<file path="src/pap_pkg.sv">
`timescale 1ns / 1ps
// ----------------------------------------------------------------------------
// pap_pkg - shared types and constants for the polygon area/perimeter block
// Control word layout, step addresses, jump conditions and fixed result widths.
// ----------------------------------------------------------------------------
package pap_pkg;

	// Result field widths and limits
	localparam int AREA_W  = 41;
	localparam int PERIM_W = 26;
	localparam int COUNT_W = 9;
	localparam int CROSS_W = 42;
	localparam int OUT_W   = 80;

	localparam logic [CROSS_W-1:0] CROSS_LIM = {1'b0, {(CROSS_W-1){1'b1}}};
	localparam logic [PERIM_W-1:0] PERIM_MAX = {PERIM_W{1'b1}};

	// Microprogram step addresses
	typedef logic [3:0] upc_t;

	localparam upc_t UA_WAIT  = 4'd0;
	localparam upc_t UA_CHK   = 4'd1;
	localparam upc_t UA_DIFF  = 4'd2;
	localparam upc_t UA_MDXDX = 4'd3;
	localparam upc_t UA_MDYDY = 4'd4;
	localparam upc_t UA_MAXBY = 4'd5;
	localparam upc_t UA_MAYBX = 4'd6;
	localparam upc_t UA_TERM  = 4'd7;
	localparam upc_t UA_CROSS = 4'd8;
	localparam upc_t UA_SQRT  = 4'd9;
	localparam upc_t UA_PERIM = 4'd10;
	localparam upc_t UA_BOOK  = 4'd11;
	localparam upc_t UA_LOOP  = 4'd12;
	localparam upc_t UA_EMIT  = 4'd13;

	typedef enum logic [2:0] {
		CND_NEXT,   // advance
		CND_JUMP,   // go to target
		CND_IN,     // hold until an input transfer, then advance
		CND_CNT0,   // go to target on the first vertex
		CND_SQ,     // hold until the last root iteration, then advance
		CND_CLOSE,  // go to target after the closing edge
		CND_LAST,   // go to target on the marked vertex
		CND_OUT     // hold until the output register is free, then go to target
	} cond_t;

	typedef enum logic [1:0] {
		MS_DXDX,
		MS_DYDY,
		MS_AXBY,
		MS_AYBX
	} mul_sel_t;

	typedef enum logic [1:0] {
		AC_NONE,
		AC_LOAD,
		AC_ADD,
		AC_SUB
	} acc_op_t;

	typedef struct packed {
		cond_t    cond;
		upc_t     target;
		logic     in_ready;
		logic     ld_diff;
		logic     mul_en;
		mul_sel_t mul_sel;
		acc_op_t  d2_op;
		acc_op_t  term_op;
		logic     cross_acc;
		logic     sq_init;
		logic     sq_step;
		logic     perim_acc;
		logic     book;
		logic     emit;
	} ctl_t;

	typedef struct packed {
		logic cnt_zero;
		logic last;
		logic close;
		logic sq_last;
	} stat_t;

	// Result item, last field (area) in the lowest bits
	typedef struct packed {
		logic               overflow;
		logic [COUNT_W-1:0] vertex_count;
		logic [PERIM_W-1:0] perimeter;
		logic [AREA_W-1:0]  area;
	} res_t;

endpackage

</file>
<file path="src/pap_ucode_rom.sv">
`timescale 1ns / 1ps
// ----------------------------------------------------------------------------
// pap_ucode_rom - microprogram store
// One control word per step address; unused addresses return to the wait step.
// ----------------------------------------------------------------------------
module pap_ucode_rom (
	input  pap_pkg::upc_t pc,
	output pap_pkg::ctl_t ctl
);
	import pap_pkg::*;

	always_comb begin
		ctl = '0;
		unique case (pc)
			UA_WAIT: begin
				ctl.in_ready = 1'b1;
				ctl.cond     = CND_IN;
			end
			UA_CHK: begin
				ctl.cond   = CND_CNT0;
				ctl.target = UA_BOOK;
			end
			UA_DIFF: begin
				ctl.ld_diff = 1'b1;
			end
			UA_MDXDX: begin
				ctl.mul_en  = 1'b1;
				ctl.mul_sel = MS_DXDX;
			end
			UA_MDYDY: begin
				ctl.mul_en  = 1'b1;
				ctl.mul_sel = MS_DYDY;
				ctl.d2_op   = AC_LOAD;
			end
			UA_MAXBY: begin
				ctl.mul_en  = 1'b1;
				ctl.mul_sel = MS_AXBY;
				ctl.d2_op   = AC_ADD;
			end
			UA_MAYBX: begin
				ctl.mul_en  = 1'b1;
				ctl.mul_sel = MS_AYBX;
				ctl.term_op = AC_LOAD;
			end
			UA_TERM: begin
				ctl.term_op = AC_SUB;
			end
			UA_CROSS: begin
				ctl.cross_acc = 1'b1;
				ctl.sq_init   = 1'b1;
			end
			UA_SQRT: begin
				ctl.sq_step = 1'b1;
				ctl.cond    = CND_SQ;
			end
			UA_PERIM: begin
				ctl.perim_acc = 1'b1;
				ctl.cond      = CND_CLOSE;
				ctl.target    = UA_EMIT;
			end
			UA_BOOK: begin
				ctl.book   = 1'b1;
				ctl.cond   = CND_LAST;
				ctl.target = UA_DIFF;
			end
			UA_LOOP: begin
				ctl.cond   = CND_JUMP;
				ctl.target = UA_WAIT;
			end
			UA_EMIT: begin
				ctl.emit   = 1'b1;
				ctl.cond   = CND_OUT;
				ctl.target = UA_WAIT;
			end
			default: begin
				ctl.cond   = CND_JUMP;
				ctl.target = UA_WAIT;
			end
		endcase
	end

endmodule

</file>
<file path="src/pap_isqrt.sv">
`timescale 1ns / 1ps
// ----------------------------------------------------------------------------
// pap_isqrt - bit-serial floor square root
// Restoring digit recurrence, one result bit per step, top power of four first.
// ----------------------------------------------------------------------------
module pap_isqrt #(
	parameter int D2W = 34,
	parameter int RW  = 17
) (
	input  logic           clk,
	input  logic           arst_n,
	input  logic           init,
	input  logic           step,
	input  logic [D2W-1:0] radicand,
	output logic [RW-1:0]  root,
	output logic           last_step
);
	localparam logic [D2W-1:0] BIT_TOP = {2'b01, {(D2W-2){1'b0}}};

	logic [D2W-1:0] n_q;
	logic [D2W-1:0] root_q;
	logic [D2W-1:0] bit_q;
	logic [D2W:0]   trial;

	assign trial = {1'b0, root_q} + {1'b0, bit_q};

	always_ff @(posedge clk or negedge arst_n) begin
		if (!arst_n) begin
			bit_q <= '0;
		end else if (init) begin
			bit_q <= BIT_TOP;
		end else if (step) begin
			bit_q <= bit_q >> 2;
		end
	end

	always_ff @(posedge clk) begin
		if (init) begin
			n_q    <= radicand;
			root_q <= '0;
		end else if (step) begin
			if ({1'b0, n_q} >= trial) begin
				n_q    <= n_q - trial[D2W-1:0];
				root_q <= (root_q >> 1) + bit_q;
			end else begin
				root_q <= root_q >> 1;
			end
		end
	end

	assign root      = root_q[RW-1:0];
	assign last_step = bit_q[0];

endmodule

</file>
<file path="src/pap_datapath.sv">
`timescale 1ns / 1ps
// ----------------------------------------------------------------------------
// pap_datapath - vertex registers, shared multiplier and accumulators
// Runs one edge per pass under the control word; holds the polygon state.
// ----------------------------------------------------------------------------
module pap_datapath #(
	parameter int CW           = 16,
	parameter int MAX_VERTICES = 256
) (
	input  logic                 clk,
	input  logic                 arst_n,
	input  pap_pkg::ctl_t        ctl,
	input  logic                 in_load,
	input  logic signed [CW-1:0] in_x,
	input  logic signed [CW-1:0] in_y,
	input  logic                 in_last,
	input  logic                 clear,
	output pap_pkg::stat_t       stat,
	output pap_pkg::res_t        res
);
	import pap_pkg::*;

	localparam int CNW = $clog2(MAX_VERTICES + 1);
	localparam int PW  = 2 * CW + 2;            // product and squared-distance width
	localparam int RW  = CW + 1;                // edge length width
	localparam int SW  = ((PW > CROSS_W) ? PW : CROSS_W) + 1;
	localparam int PSW = ((RW > PERIM_W) ? RW : PERIM_W) + 1;
	localparam logic [CNW-1:0] CNT_MAX = CNW'(MAX_VERTICES);

	logic signed [CW-1:0]      cur_x_q, cur_y_q;
	logic signed [CW-1:0]      first_x_q, first_y_q;
	logic signed [CW-1:0]      prev_x_q, prev_y_q;
	logic                      last_q;
	logic                      close_q;
	logic signed [CW:0]        dx_q, dy_q;
	logic signed [PW-1:0]      prod_q;
	logic [PW-1:0]             d2_q;
	logic signed [PW-1:0]      term_q;
	logic signed [CROSS_W-1:0] cross_q;
	logic [PERIM_W-1:0]        perim_q;
	logic [CNW-1:0]            cnt_q;
	logic                      over_q;

	logic signed [CW-1:0] ax, ay, bx, by;
	logic signed [CW:0]   ma, mb;
	logic signed [PW-1:0] mprod;
	logic signed [SW-1:0] csum;
	logic signed [SW-1:0] clim_p, clim_n;
	logic [CROSS_W-1:0]   cross_d;
	logic [CROSS_W-1:0]   cross_abs;
	logic [PSW-1:0]       psum;
	logic [PERIM_W-1:0]   perim_d;
	logic [RW-1:0]        root;
	logic                 sq_last;
	logic [CNW+COUNT_W-1:0] cnt_ext;

	// The closing edge runs from the marked vertex back to the first
	assign ax = close_q ? cur_x_q : prev_x_q;
	assign ay = close_q ? cur_y_q : prev_y_q;
	assign bx = close_q ? first_x_q : cur_x_q;
	assign by = close_q ? first_y_q : cur_y_q;

	always_comb begin
		unique case (ctl.mul_sel)
			MS_DXDX: begin
				ma = dx_q;
				mb = dx_q;
			end
			MS_DYDY: begin
				ma = dy_q;
				mb = dy_q;
			end
			MS_AXBY: begin
				ma = {ax[CW-1], ax};
				mb = {by[CW-1], by};
			end
			MS_AYBX: begin
				ma = {ay[CW-1], ay};
				mb = {bx[CW-1], bx};
			end
			default: begin
				ma = '0;
				mb = '0;
			end
		endcase
	end

	assign mprod = ma * mb;

	// Saturating shoelace accumulate
	assign clim_p = $signed({{(SW-CROSS_W){1'b0}}, CROSS_LIM});
	assign clim_n = -clim_p;
	assign csum   = $signed({{(SW-CROSS_W){cross_q[CROSS_W-1]}}, cross_q})
	              + $signed({{(SW-PW){term_q[PW-1]}}, term_q});

	always_comb begin
		priority if (csum > clim_p) begin
			cross_d = clim_p[CROSS_W-1:0];
		end else if (csum < clim_n) begin
			cross_d = clim_n[CROSS_W-1:0];
		end else begin
			cross_d = csum[CROSS_W-1:0];
		end
	end

	// Saturating perimeter accumulate
	assign psum = {{(PSW-PERIM_W){1'b0}}, perim_q} + {{(PSW-RW){1'b0}}, root};
	assign perim_d = (psum > {{(PSW-PERIM_W){1'b0}}, PERIM_MAX}) ? PERIM_MAX
	                                                            : psum[PERIM_W-1:0];

	pap_isqrt #(
		.D2W (PW),
		.RW  (RW)
	) u_isqrt (
		.clk       (clk),
		.arst_n    (arst_n),
		.init      (ctl.sq_init),
		.step      (ctl.sq_step),
		.radicand  (d2_q),
		.root      (root),
		.last_step (sq_last)
	);

	// Payload registers
	always_ff @(posedge clk) begin
		if (in_load) begin
			cur_x_q <= in_x;
			cur_y_q <= in_y;
		end
		if (ctl.ld_diff) begin
			dx_q <= {bx[CW-1], bx} - {ax[CW-1], ax};
			dy_q <= {by[CW-1], by} - {ay[CW-1], ay};
		end
		if (ctl.mul_en) begin
			prod_q <= mprod;
		end
		unique case (ctl.d2_op)
			AC_NONE: d2_q <= d2_q;
			AC_LOAD: d2_q <= $unsigned(prod_q);
			AC_ADD:  d2_q <= d2_q + $unsigned(prod_q);
			AC_SUB:  d2_q <= d2_q - $unsigned(prod_q);
			default: d2_q <= d2_q;
		endcase
		unique case (ctl.term_op)
			AC_NONE: term_q <= term_q;
			AC_LOAD: term_q <= prod_q;
			AC_ADD:  term_q <= term_q + prod_q;
			AC_SUB:  term_q <= term_q - prod_q;
			default: term_q <= term_q;
		endcase
		if (ctl.book) begin
			prev_x_q <= cur_x_q;
			prev_y_q <= cur_y_q;
			if (cnt_q == '0) begin
				first_x_q <= cur_x_q;
				first_y_q <= cur_y_q;
			end
		end
	end

	// Polygon state
	always_ff @(posedge clk or negedge arst_n) begin
		if (!arst_n) begin
			last_q  <= 1'b0;
			close_q <= 1'b0;
			cross_q <= '0;
			perim_q <= '0;
			cnt_q   <= '0;
			over_q  <= 1'b0;
		end else begin
			if (in_load) begin
				last_q <= in_last;
			end
			if (clear) begin
				close_q <= 1'b0;
				cross_q <= '0;
				perim_q <= '0;
				cnt_q   <= '0;
				over_q  <= 1'b0;
			end else begin
				if (ctl.cross_acc) begin
					cross_q <= cross_d;
				end
				if (ctl.perim_acc) begin
					perim_q <= perim_d;
				end
				if (ctl.book) begin
					if (cnt_q >= CNT_MAX) begin
						cnt_q  <= CNT_MAX;
						over_q <= 1'b1;
					end else begin
						cnt_q <= cnt_q + 1'b1;
					end
					if (last_q) begin
						close_q <= 1'b1;
					end
				end
			end
		end
	end

	assign stat.cnt_zero = (cnt_q == '0);
	assign stat.last     = last_q;
	assign stat.close    = close_q;
	assign stat.sq_last  = sq_last;

	assign cross_abs = cross_q[CROSS_W-1] ? (~cross_q + 1'b1) : cross_q;
	assign cnt_ext   = {{COUNT_W{1'b0}}, cnt_q};

	assign res.area         = cross_abs[AREA_W-1:0];
	assign res.perimeter    = perim_q;
	assign res.vertex_count = cnt_ext[COUNT_W-1:0];
	assign res.overflow     = over_q;

	a_cnt_bound : assert property (@(posedge clk) disable iff (!arst_n)
		cnt_q <= CNT_MAX)
		else $error("vertex count above its limit");

	a_over_sat : assert property (@(posedge clk) disable iff (!arst_n)
		over_q |-> (cnt_q == CNT_MAX))
		else $error("overflow set while count not saturated");

	a_cross_lim : assert property (@(posedge clk) disable iff (!arst_n)
		($signed(cross_q) <= $signed(CROSS_LIM)) && ($signed(cross_q) >= -$signed(CROSS_LIM)))
		else $error("shoelace sum outside its saturation range");

endmodule

</file>
<file path="src/polygon_area_perimeter.sv">
`timescale 1ns / 1ps
// ----------------------------------------------------------------------------
// polygon_area_perimeter - streaming shoelace area and perimeter of a polygon
// Microcoded sequencer over a shared multiplier and a bit-serial square root.
// ----------------------------------------------------------------------------
//
//  channel  | dir | fields (lowest bit first)                        | per
//  ---------+-----+--------------------------------------------------+---------
//  s_*      | in  | tdata: vertex_x, vertex_y; tlast: last_vertex    | vertex
//  m_*      | out | tdata: area, perimeter, vertex_count, overflow   | polygon
//
//  Steps: a first vertex that is not marked passes the wait, check, book
//  and return steps; every later vertex also runs an edge through the
//  multiply, cross and square root steps; the square root unit yields one
//  root bit per cycle over COORD_BITS + 1 steps, behind the single multiplier
//  that is used four times per edge. The marked vertex skips the return
//  step, runs a closing edge and then the emit step.
//  Reset: arst_n clears the step counter, the polygon sums and the output
//  valid at once; the block is ready for a vertex as soon as reset is released.
//  Stalls: the result waits in an output register; the next polygon runs
//  meanwhile and holds only at its own emit step until that register frees.
//
//  Sequencer: a 4-bit step counter addresses a read-only program; each
//  control word drives the datapath and names a jump condition and target.
//
module polygon_area_perimeter #(
	parameter int MAX_VERTICES = 256,
	parameter int COORD_BITS   = 16
) (
	input  logic                                   clk,
	input  logic                                   arst_n,
	// vertex_x [COORD_BITS-1:0], vertex_y [2*COORD_BITS-1:COORD_BITS], zero fill
	input  logic [((2*COORD_BITS+7)/8)*8-1:0]      s_tdata,
	input  logic                                   s_tlast,   // last_vertex
	input  logic                                   s_tvalid,
	output logic                                   s_tready,
	// area [40:0], perimeter [66:41], vertex_count [75:67], overflow [76], zero fill
	output logic [pap_pkg::OUT_W-1:0]              m_tdata,
	output logic                                   m_tvalid,
	input  logic                                   m_tready
);
	import pap_pkg::*;

	localparam int CW = COORD_BITS;

	upc_t  pc_q;
	upc_t  pc_d;
	ctl_t  ctl;
	stat_t stat;
	res_t  res;

	logic             in_xfer;
	logic             out_free;
	logic             fire;
	logic             m_tvalid_q;
	logic [OUT_W-1:0] m_tdata_q;

	// Only the low COORD_BITS of each field are used, as two's complement
	logic signed [CW-1:0] in_x;
	logic signed [CW-1:0] in_y;

	assign in_x = $signed(s_tdata[CW-1:0]);
	assign in_y = $signed(s_tdata[2*CW-1:CW]);

	pap_ucode_rom u_rom (
		.pc  (pc_q),
		.ctl (ctl)
	);

	assign s_tready = ctl.in_ready;
	assign in_xfer  = s_tvalid & ctl.in_ready;
	assign out_free = !m_tvalid_q || m_tready;
	assign fire     = ctl.emit & out_free;

	// Next step: advance, jump, or hold on the current step
	always_comb begin
		unique case (ctl.cond)
			CND_NEXT:  pc_d = pc_q + 1'b1;
			CND_JUMP:  pc_d = ctl.target;
			CND_IN:    pc_d = in_xfer ? pc_q + 1'b1 : pc_q;
			CND_CNT0:  pc_d = stat.cnt_zero ? ctl.target : pc_q + 1'b1;
			CND_SQ:    pc_d = stat.sq_last ? pc_q + 1'b1 : pc_q;
			CND_CLOSE: pc_d = stat.close ? ctl.target : pc_q + 1'b1;
			CND_LAST:  pc_d = stat.last ? ctl.target : pc_q + 1'b1;
			CND_OUT:   pc_d = out_free ? ctl.target : pc_q;
			default:   pc_d = UA_WAIT;
		endcase
	end

	always_ff @(posedge clk or negedge arst_n) begin
		if (!arst_n) begin
			pc_q <= UA_WAIT;
		end else begin
			pc_q <= pc_d;
		end
	end

	pap_datapath #(
		.CW           (CW),
		.MAX_VERTICES (MAX_VERTICES)
	) u_dp (
		.clk     (clk),
		.arst_n  (arst_n),
		.ctl     (ctl),
		.in_load (in_xfer),
		.in_x    (in_x),
		.in_y    (in_y),
		.in_last (s_tlast),
		.clear   (fire),
		.stat    (stat),
		.res     (res)
	);

	// Output register: load on emit, drop valid once the transfer completes
	always_ff @(posedge clk or negedge arst_n) begin
		if (!arst_n) begin
			m_tvalid_q <= 1'b0;
		end else if (fire) begin
			m_tvalid_q <= 1'b1;
		end else if (m_tready) begin
			m_tvalid_q <= 1'b0;
		end
	end

	always_ff @(posedge clk) begin
		if (fire) begin
			m_tdata_q <= {{(OUT_W-$bits(res_t)){1'b0}}, res};
		end
	end

	assign m_tvalid = m_tvalid_q;
	assign m_tdata  = m_tdata_q;

	a_in_to_chk : assert property (@(posedge clk) disable iff (!arst_n)
		in_xfer |=> (pc_q == UA_CHK))
		else $error("input transfer did not advance to the first-vertex check");

	a_emit_valid : assert property (@(posedge clk) disable iff (!arst_n)
		fire |=> m_tvalid)
		else $error("emitted result not presented");

	a_no_ready_emit : assert property (@(posedge clk) disable iff (!arst_n)
		!(s_tready && ctl.emit))
		else $error("input ready during the emit step");

	a_pc_range : assert property (@(posedge clk) disable iff (!arst_n)
		pc_q <= UA_EMIT)
		else $error("step counter outside the program");

endmodule

</file>
<file path="config.mk">
export PLATFORM = sky130hd
export DESIGN_NAME = polygon_area_perimeter
export DESIGN_NICKNAME = d
export VERILOG_FILES = /design/src/pap_pkg.sv /design/src/pap_ucode_rom.sv /design/src/pap_isqrt.sv /design/src/pap_datapath.sv /design/src/polygon_area_perimeter.sv
export SDC_FILE = /design/constraint.sdc
export NUM_CORES = 2
export LEC_CHECK = 0
export ABC_CLOCK_PERIOD_IN_PS = 10400
export BUFFER_PORTS_ARGS = -buffer_cell sky130_fd_sc_hd__buf_2
export CAP_MARGIN = 10
export CORE_MARGIN = 4
export CORE_UTILIZATION = 55
export CTS_CLUSTER_SIZE = 28
export DETAILED_ROUTE_END_ITERATION = 10
export HOLD_SLACK_MARGIN = 0.12
export PLACE_DENSITY_LB_ADDON = 0.08
export SYNTH_ARGS = -nofsm -noshare
export SYNTH_HDL_FRONTEND = slang
export SYNTH_SLANG_ARGS = --single-unit
</file>
<file path="constraint.sdc">
create_clock -name clk -period 10.4 [get_ports clk]
set_input_delay 2.08 -clock clk [delete_from_list [all_inputs] [get_ports clk]]
set_output_delay 2.08 -clock clk [all_outputs]
set_load 0.03 [all_outputs]
</file>
### Yosys cells after proc, flatten, opt, wreduce, memory -nomap -nowiden

Index checks and enable logic that the tools add are counted.
Widths: inputs -> output; s select.

* bitwise operators: 3
* equal/unequal tests: 31
* div/mod/pow operators: 0
* shift operators: 0
* $add $sub $neg: 14
* multiply operators: 1
* muxes and demuxes: 52
* order comparisons: 5
* reductions and logical operators: 22

Operators with widths (count)
* $mux 34: 6
* $pmux 34 s3: 2
* $mux 42: 4
* $pmux 17 s4: 2
* $sub 34x34->34: 3
* $mux 26: 3
* $add 34x34->34: 2
* $mux 16: 4
* $add 42x34->43: 1
* $gt 43x42->1 const B: 1
* $lt 43x42->1 const B: 1
* $add 41x1->41 const B: 1
* $mux 41: 1
* $not 41->41: 1
* $add 34x34->35: 1
* $ge 34x35->1: 1
* $add 33x34->34: 1
* $mul 17x17->34: 1
* $sub 16x16->17: 2
* $pmux 4 s8: 1
* $add 26x17->27: 1
* $gt 27x26->1 const B: 1
* $mux 9: 3
* $mux 4: 6
* other kinds (31): 78

* memories: 0
* logic and storage cells: 151
* latch bits: 0
* register bits: 496
* bits in writable memories: 0
* ROM bits: 0

### Logic depth before layout (Yosys ltp)

* depth in word-level cells: 6
* depth in mapped cells: 35
* depth with buffers taken out: 32

### Hierarchy

From an unflattened synthesis, not the netlist that was laid out.

* cell total of the unflattened synthesis: 4765
* area, all modules: 44483.9 um2

By module, submodules not included
* pap_datapath: seq. area each 8968.6 um2, cells an instance 3669, area each 33827.4 um2, times used 1
* pap_isqrt: seq. area each 2127.0 um2, cells an instance 932, area each 7694.9 um2, times used 1
* polygon_area_perimeter: seq. area each 2437.3 um2, cells an instance 122, area each 2707.6 um2, times used 1
* pap_ucode_rom: seq. area each 0.0 um2, cells an instance 42, area each 254.0 um2, times used 1

### Worst setup path after synthesis

Ideal clock, no wire load.

* path kind: register to register
* from: register u_dp.close_q
* to: register u_dp.prod_q[30], data pin
* required time: 10.142 ns
* path buffers: 4
* library setup time: 0.258 ns
* data arrival time: 7.988 ns
* period minus slack after synthesis: 8.246 ns
* stages on the path, launching flop included: 30
* setup slack: 2.154 ns
* cell sequence: dfrtp_1 > clkbuf_1 > clkbuf_1 > buf_1 > buf_1 > mux2i_1 > o221ai_1 > o21ai_1 > nor2_1 > fa_1 > inv_1 > fa_1 > fa_1 > fa_1 > inv_1 > fa_1 > inv_1 > fa_1 > inv_1 > ha_1 > a21o_1 > a21o_1 > a21o_1 > or3_1 > o2111ai_1 > a21oi_1 > a2111oi_0 > o31ai_1 > a21oi_1 > xnor2_1

* word-level cells in the longest chain between the ends: 3
* elaborated cells between the ends (all ways): 7
* classes of those cells: mul: 1; mux: 6

Ends and longest elaborated chain
* start: declaration: RTL line pap_datapath.sv:34 `logic close_q;`
* start signal: assignment: RTL line pap_datapath.sv:165 `close_q <= 1'b0;`
* start signal: assignment: RTL line pap_datapath.sv:175 `close_q <= 1'b0;`
* start signal: assignment: RTL line pap_datapath.sv:195 `close_q <= 1'b1;`
* $mux 16 (on tied branches)
* $pmux 17 s4: RTL line pap_datapath.sv:64 `unique case (ctl.mul_sel)`
* $mul 17x17->34 *: RTL line pap_datapath.sv:88 `assign mprod = ma * mb;`
* named net u_dp.mprod[30]: RTL line pap_datapath.sv:46 `logic signed [PW-1:0] mprod;`
* end signal: assignment: RTL line pap_datapath.sv:135 `prod_q <= mprod;`
* end: declaration: RTL line pap_datapath.sv:36 `logic signed [PW-1:0] prod_q;`

The timed path passes the listed nets; every way through them passes the cells marked *.
A chain may end at the register's enable or synchronous reset.

### Final worst setup path

* from: register pc_q[1]
* to: register u_dp.prod_q[32], data pin

* word-level cells in the longest chain between the ends: 5
* elaborated cells between the ends (all ways): 12
* classes of those cells: mul: 1; eq/ne: 7; mux: 3; reduce/logical: 1

Ends and longest elaborated chain
* start: declaration: RTL line polygon_area_perimeter.sv:46 `upc_t pc_q;`
* start signal: assignment: RTL line polygon_area_perimeter.sv:94 `pc_q <= pc_d;`
* $eq 4x3->1 or $eq 4x2->1 (tied branches): RTL line pap_ucode_rom.sv:14 `unique case (pc)`
* $pmux 3 s4 *: RTL line pap_ucode_rom.sv:14
* $eq 2x2->1 (tied with other cells): RTL line pap_datapath.sv:64
* $pmux 17 s4: RTL line pap_datapath.sv:64
* $mul 17x17->34 *: RTL line pap_datapath.sv:88
* named net u_dp.mprod[32]: RTL line pap_datapath.sv:46

Marks and branches as above.

==> out/qor.yml <==
critPathLaunch: "pc_q[1]$_DFFE_PN0P_"
clk_latency_ns: 0.65
synth_mux_area_share_pct: 1.81
post_cts_resize_count: 0
synthAdderAreaFrac_pct: 23.2
layout_commonest_cell: "nand2_1"
yosysSeqAreaShare_pct: 30.9
regToRegEndpoint: "u_dp.prod_q[32]$_DFFE_PP_"
synth_top_area_share_pct: 23.5
cts_root_buffer: "clkbuf_16"
synthSimpleGateAreaFrac_pct: 15.4
cts.sinks: 479
maxCapViolCount: 0
hpwl_um: 92000
vias_per_cell: 5.93
crit_fanout: 17
finalHoldViolations: 0
netlist_top_cells_area: "edfxtp_1, fa_1, ha_1"
startpoint_type: "flop"
synth_top_family_by_area: "adder cells"
io_pins: 119
ys_seq_elements: 479
first_iter_violations: 2648
syn2layout_area_growth_pct: 7.92
dieHeight_um: 290
port-buffer-count: 115
drtPass1Iterations: 8
grt_max_degree: 69
setup_viol: 0
status: "finished, final reports clean"
synth_compound_area_share_pct: 16.7
timing.rr.start: "pc_q[1]$_DFFE_PN0P_"
nFillCells: 6968
mostFrequentLayoutCells: "nand2_1, inv_1, nor2_1"
grt_pass1_vias: 34756
finClkSkew_ns: 0.0272
cts_inserted_buffers: 56
place.gp.congestion: 0.987
synth_xor_area_share_pct: 6.48
grt_first_pass_wirelength_um: 190000
nets: 5450
r2r_cells: 26
wl_per_cell_um: 20.0
ant_nets: 0
clockBufferDepth: 3
path_clk_slew_ns: 0.07
hold_path_class: "reg2reg"
crit_arrival_ns: 9.64
seq_area_um2: 13500
die-width_um: 290
postSynthAreaPerCell_um2: 9.23
synth_edf_count: 343
end_kind: "flop"
initial_core_util_pct: 55.4
ys_types: 89
slew_headroom_pct: 14.3
rsz0062_at_grt: "false"
critPathCapture: "u_dp.prod_q[32]$_DFFE_PP_"
synth_area_leader_cell: "edfxtp_1"
multiInputGateArea_um2: 27900
finalCriticalPeriod_ns: 9.26
die-area_um2: 84200
synthFlopType: "edfxtp_1"
n_antenna_cell: 0
tightest_slew_ns: 1.28
drt_wl_total_um: 118000
htree_levels: 2
critPathKind: "reg2reg"
slew_violations: 0
rows: 103
setup_tns_ns: 0
globalRoute.totalOverflow: 0
synth_warnings: 0
cts_tree: "done"
num_vias: 34902
synth_area_um2: 43800
antenna_found_initial: 0
synthArstFlopShare_pct: 21.3
fmax_ghz: 0.108
gr-usage-all-layers_pct: 27.7
cp_data_required_time_ns: 10.77
r2r_setup_slack_ns: 1.14
synthCells: 4746
design.core.area_um2: 79000
drive_above_1_share_pct: 7.44
drc: 0
cts_hold_buf: 0
post-route-period-util_pct: 89.1
postCtsSetupBuffers: 0
==> cell type report <==
cell class | instances | area share, %
multi-input combinational | 3635 | 59.1
sequential | 479 | 28.6
inverter | 440 | 3.50
clock buffer | 67 | 3.14
tap | 1050 | 2.78
timing repair buffer | 178 | 2.22
clock inverter | 37 | 0.672
==> sequential cells by signal, summed over array words and instances (netlist names), 4 cells and up <==
signal	cells
m_tdata	77
u_dp.cross_q	42
u_dp.d2_q	34
u_dp.prod_q	34
u_dp.term_q	34
u_dp.u_isqrt.n_q	34
u_dp.u_isqrt.root_q	34
u_dp.perim_q	26
u_dp.dx_q	17
u_dp.dy_q	17
u_dp.u_isqrt.bit_q	17
u_dp.cur_x_q	16
u_dp.cur_y_q	16
u_dp.first_x_q	16
u_dp.first_y_q	16
u_dp.prev_x_q	16
u_dp.prev_y_q	16
u_dp.cnt_q	9
pc_q	4
==> stage by stage <==
step	hold slack [ns]	instance area, um2	std cells	worst slack (ns)	utilization (%)
4_1_cts	0.453	47300	5886	1.19	59.8
5_1_grt	0.479	47300	5886	0.493	59.8
6_report	0.449	47300	5886	1.14	59.8
3_3_place_gp	0.441	45500	5782	1.32	57.5
2_1_floorplan	0.426	43800	4748	2.15	-
3_5_place_dp	0.439	45500	5782	1.21	57.5
==> cells in the mapped netlist (all sizes together), types with 68 or more instances <==
library cell / instances
nand2: 510
inv: 439
nor2: 432
edfxtp: 343
ha: 320
fa: 303
o21ai: 288
a21oi: 265
xnor2: 186
clkbuf: 169
xor2: 138
dfrtp: 102
nand3: 100
nor3: 96
a21o: 94
a31oi: 68
==> worst max-delay path, cell delays in order (launching register included) <==
cell and delay [ns]:
dfrtp_1 0.41, inv_1 0.08, ha_1 0.37, o21ai_1 1.00
o21ai_0 0.42, o21ai_0 0.27, o22a_1 0.50, nand2_1 0.13
fa_1 0.53, fa_1 0.45, fa_1 0.51, inv_1 0.05
fa_1 0.46, fa_1 0.55, inv_1 0.05, fa_1 0.52
inv_1 0.04, ha_1 0.35, a21o_1 0.19, a21o_1 0.18
or3_1 0.35, o2111ai_1 0.29, a21oi_1 0.14, a2111oi_0 0.71
o31ai_1 0.12, a21oi_1 0.22, xnor2_1 0.08
==> worst min-delay path by stage <==
stage                                 end                    start  cells past startpoint  slack (ns)
finish              m_tdata[76]$_DFFE_PP_  u_dp.over_q$_DFFE_PN0P_                      0        0.45
floorplan           m_tdata[76]$_DFFE_PP_  u_dp.over_q$_DFFE_PN0P_                      0        0.43
CTS                 m_tdata[76]$_DFFE_PP_  u_dp.over_q$_DFFE_PN0P_                      0        0.45
global placement    m_tdata[76]$_DFFE_PP_  u_dp.over_q$_DFFE_PN0P_                      0        0.44
detailed placement  m_tdata[76]$_DFFE_PP_  u_dp.over_q$_DFFE_PN0P_                      0        0.44
global route        m_tdata[76]$_DFFE_PP_  u_dp.over_q$_DFFE_PN0P_                      0        0.48
==> per-layer routing <==
| layer | wire (um) | GRT usage, % |
|---|---|---|
| met2 | 56400 | 47.0 |
| met1 | 50100 | 36.3 |
| met4 | 5720 | 12.0 |
| met3 | 5470 | 2.73 |
| met5 | 0 | 0 |
==> cell families (layout without fill, tap and decap cells) <==
group,after synthesis,after routing
buf+inv,634,722
flops,479,479
mux,75,75
xor+xnor,324,324
simple gates,1472,1472
fa+ha+maj,632,632
compound gates,1129,1129
other cells,1,3
Power is not shown: default switching activity piles up to over one toggle a cycle in this logic, so the estimate is an artifact.
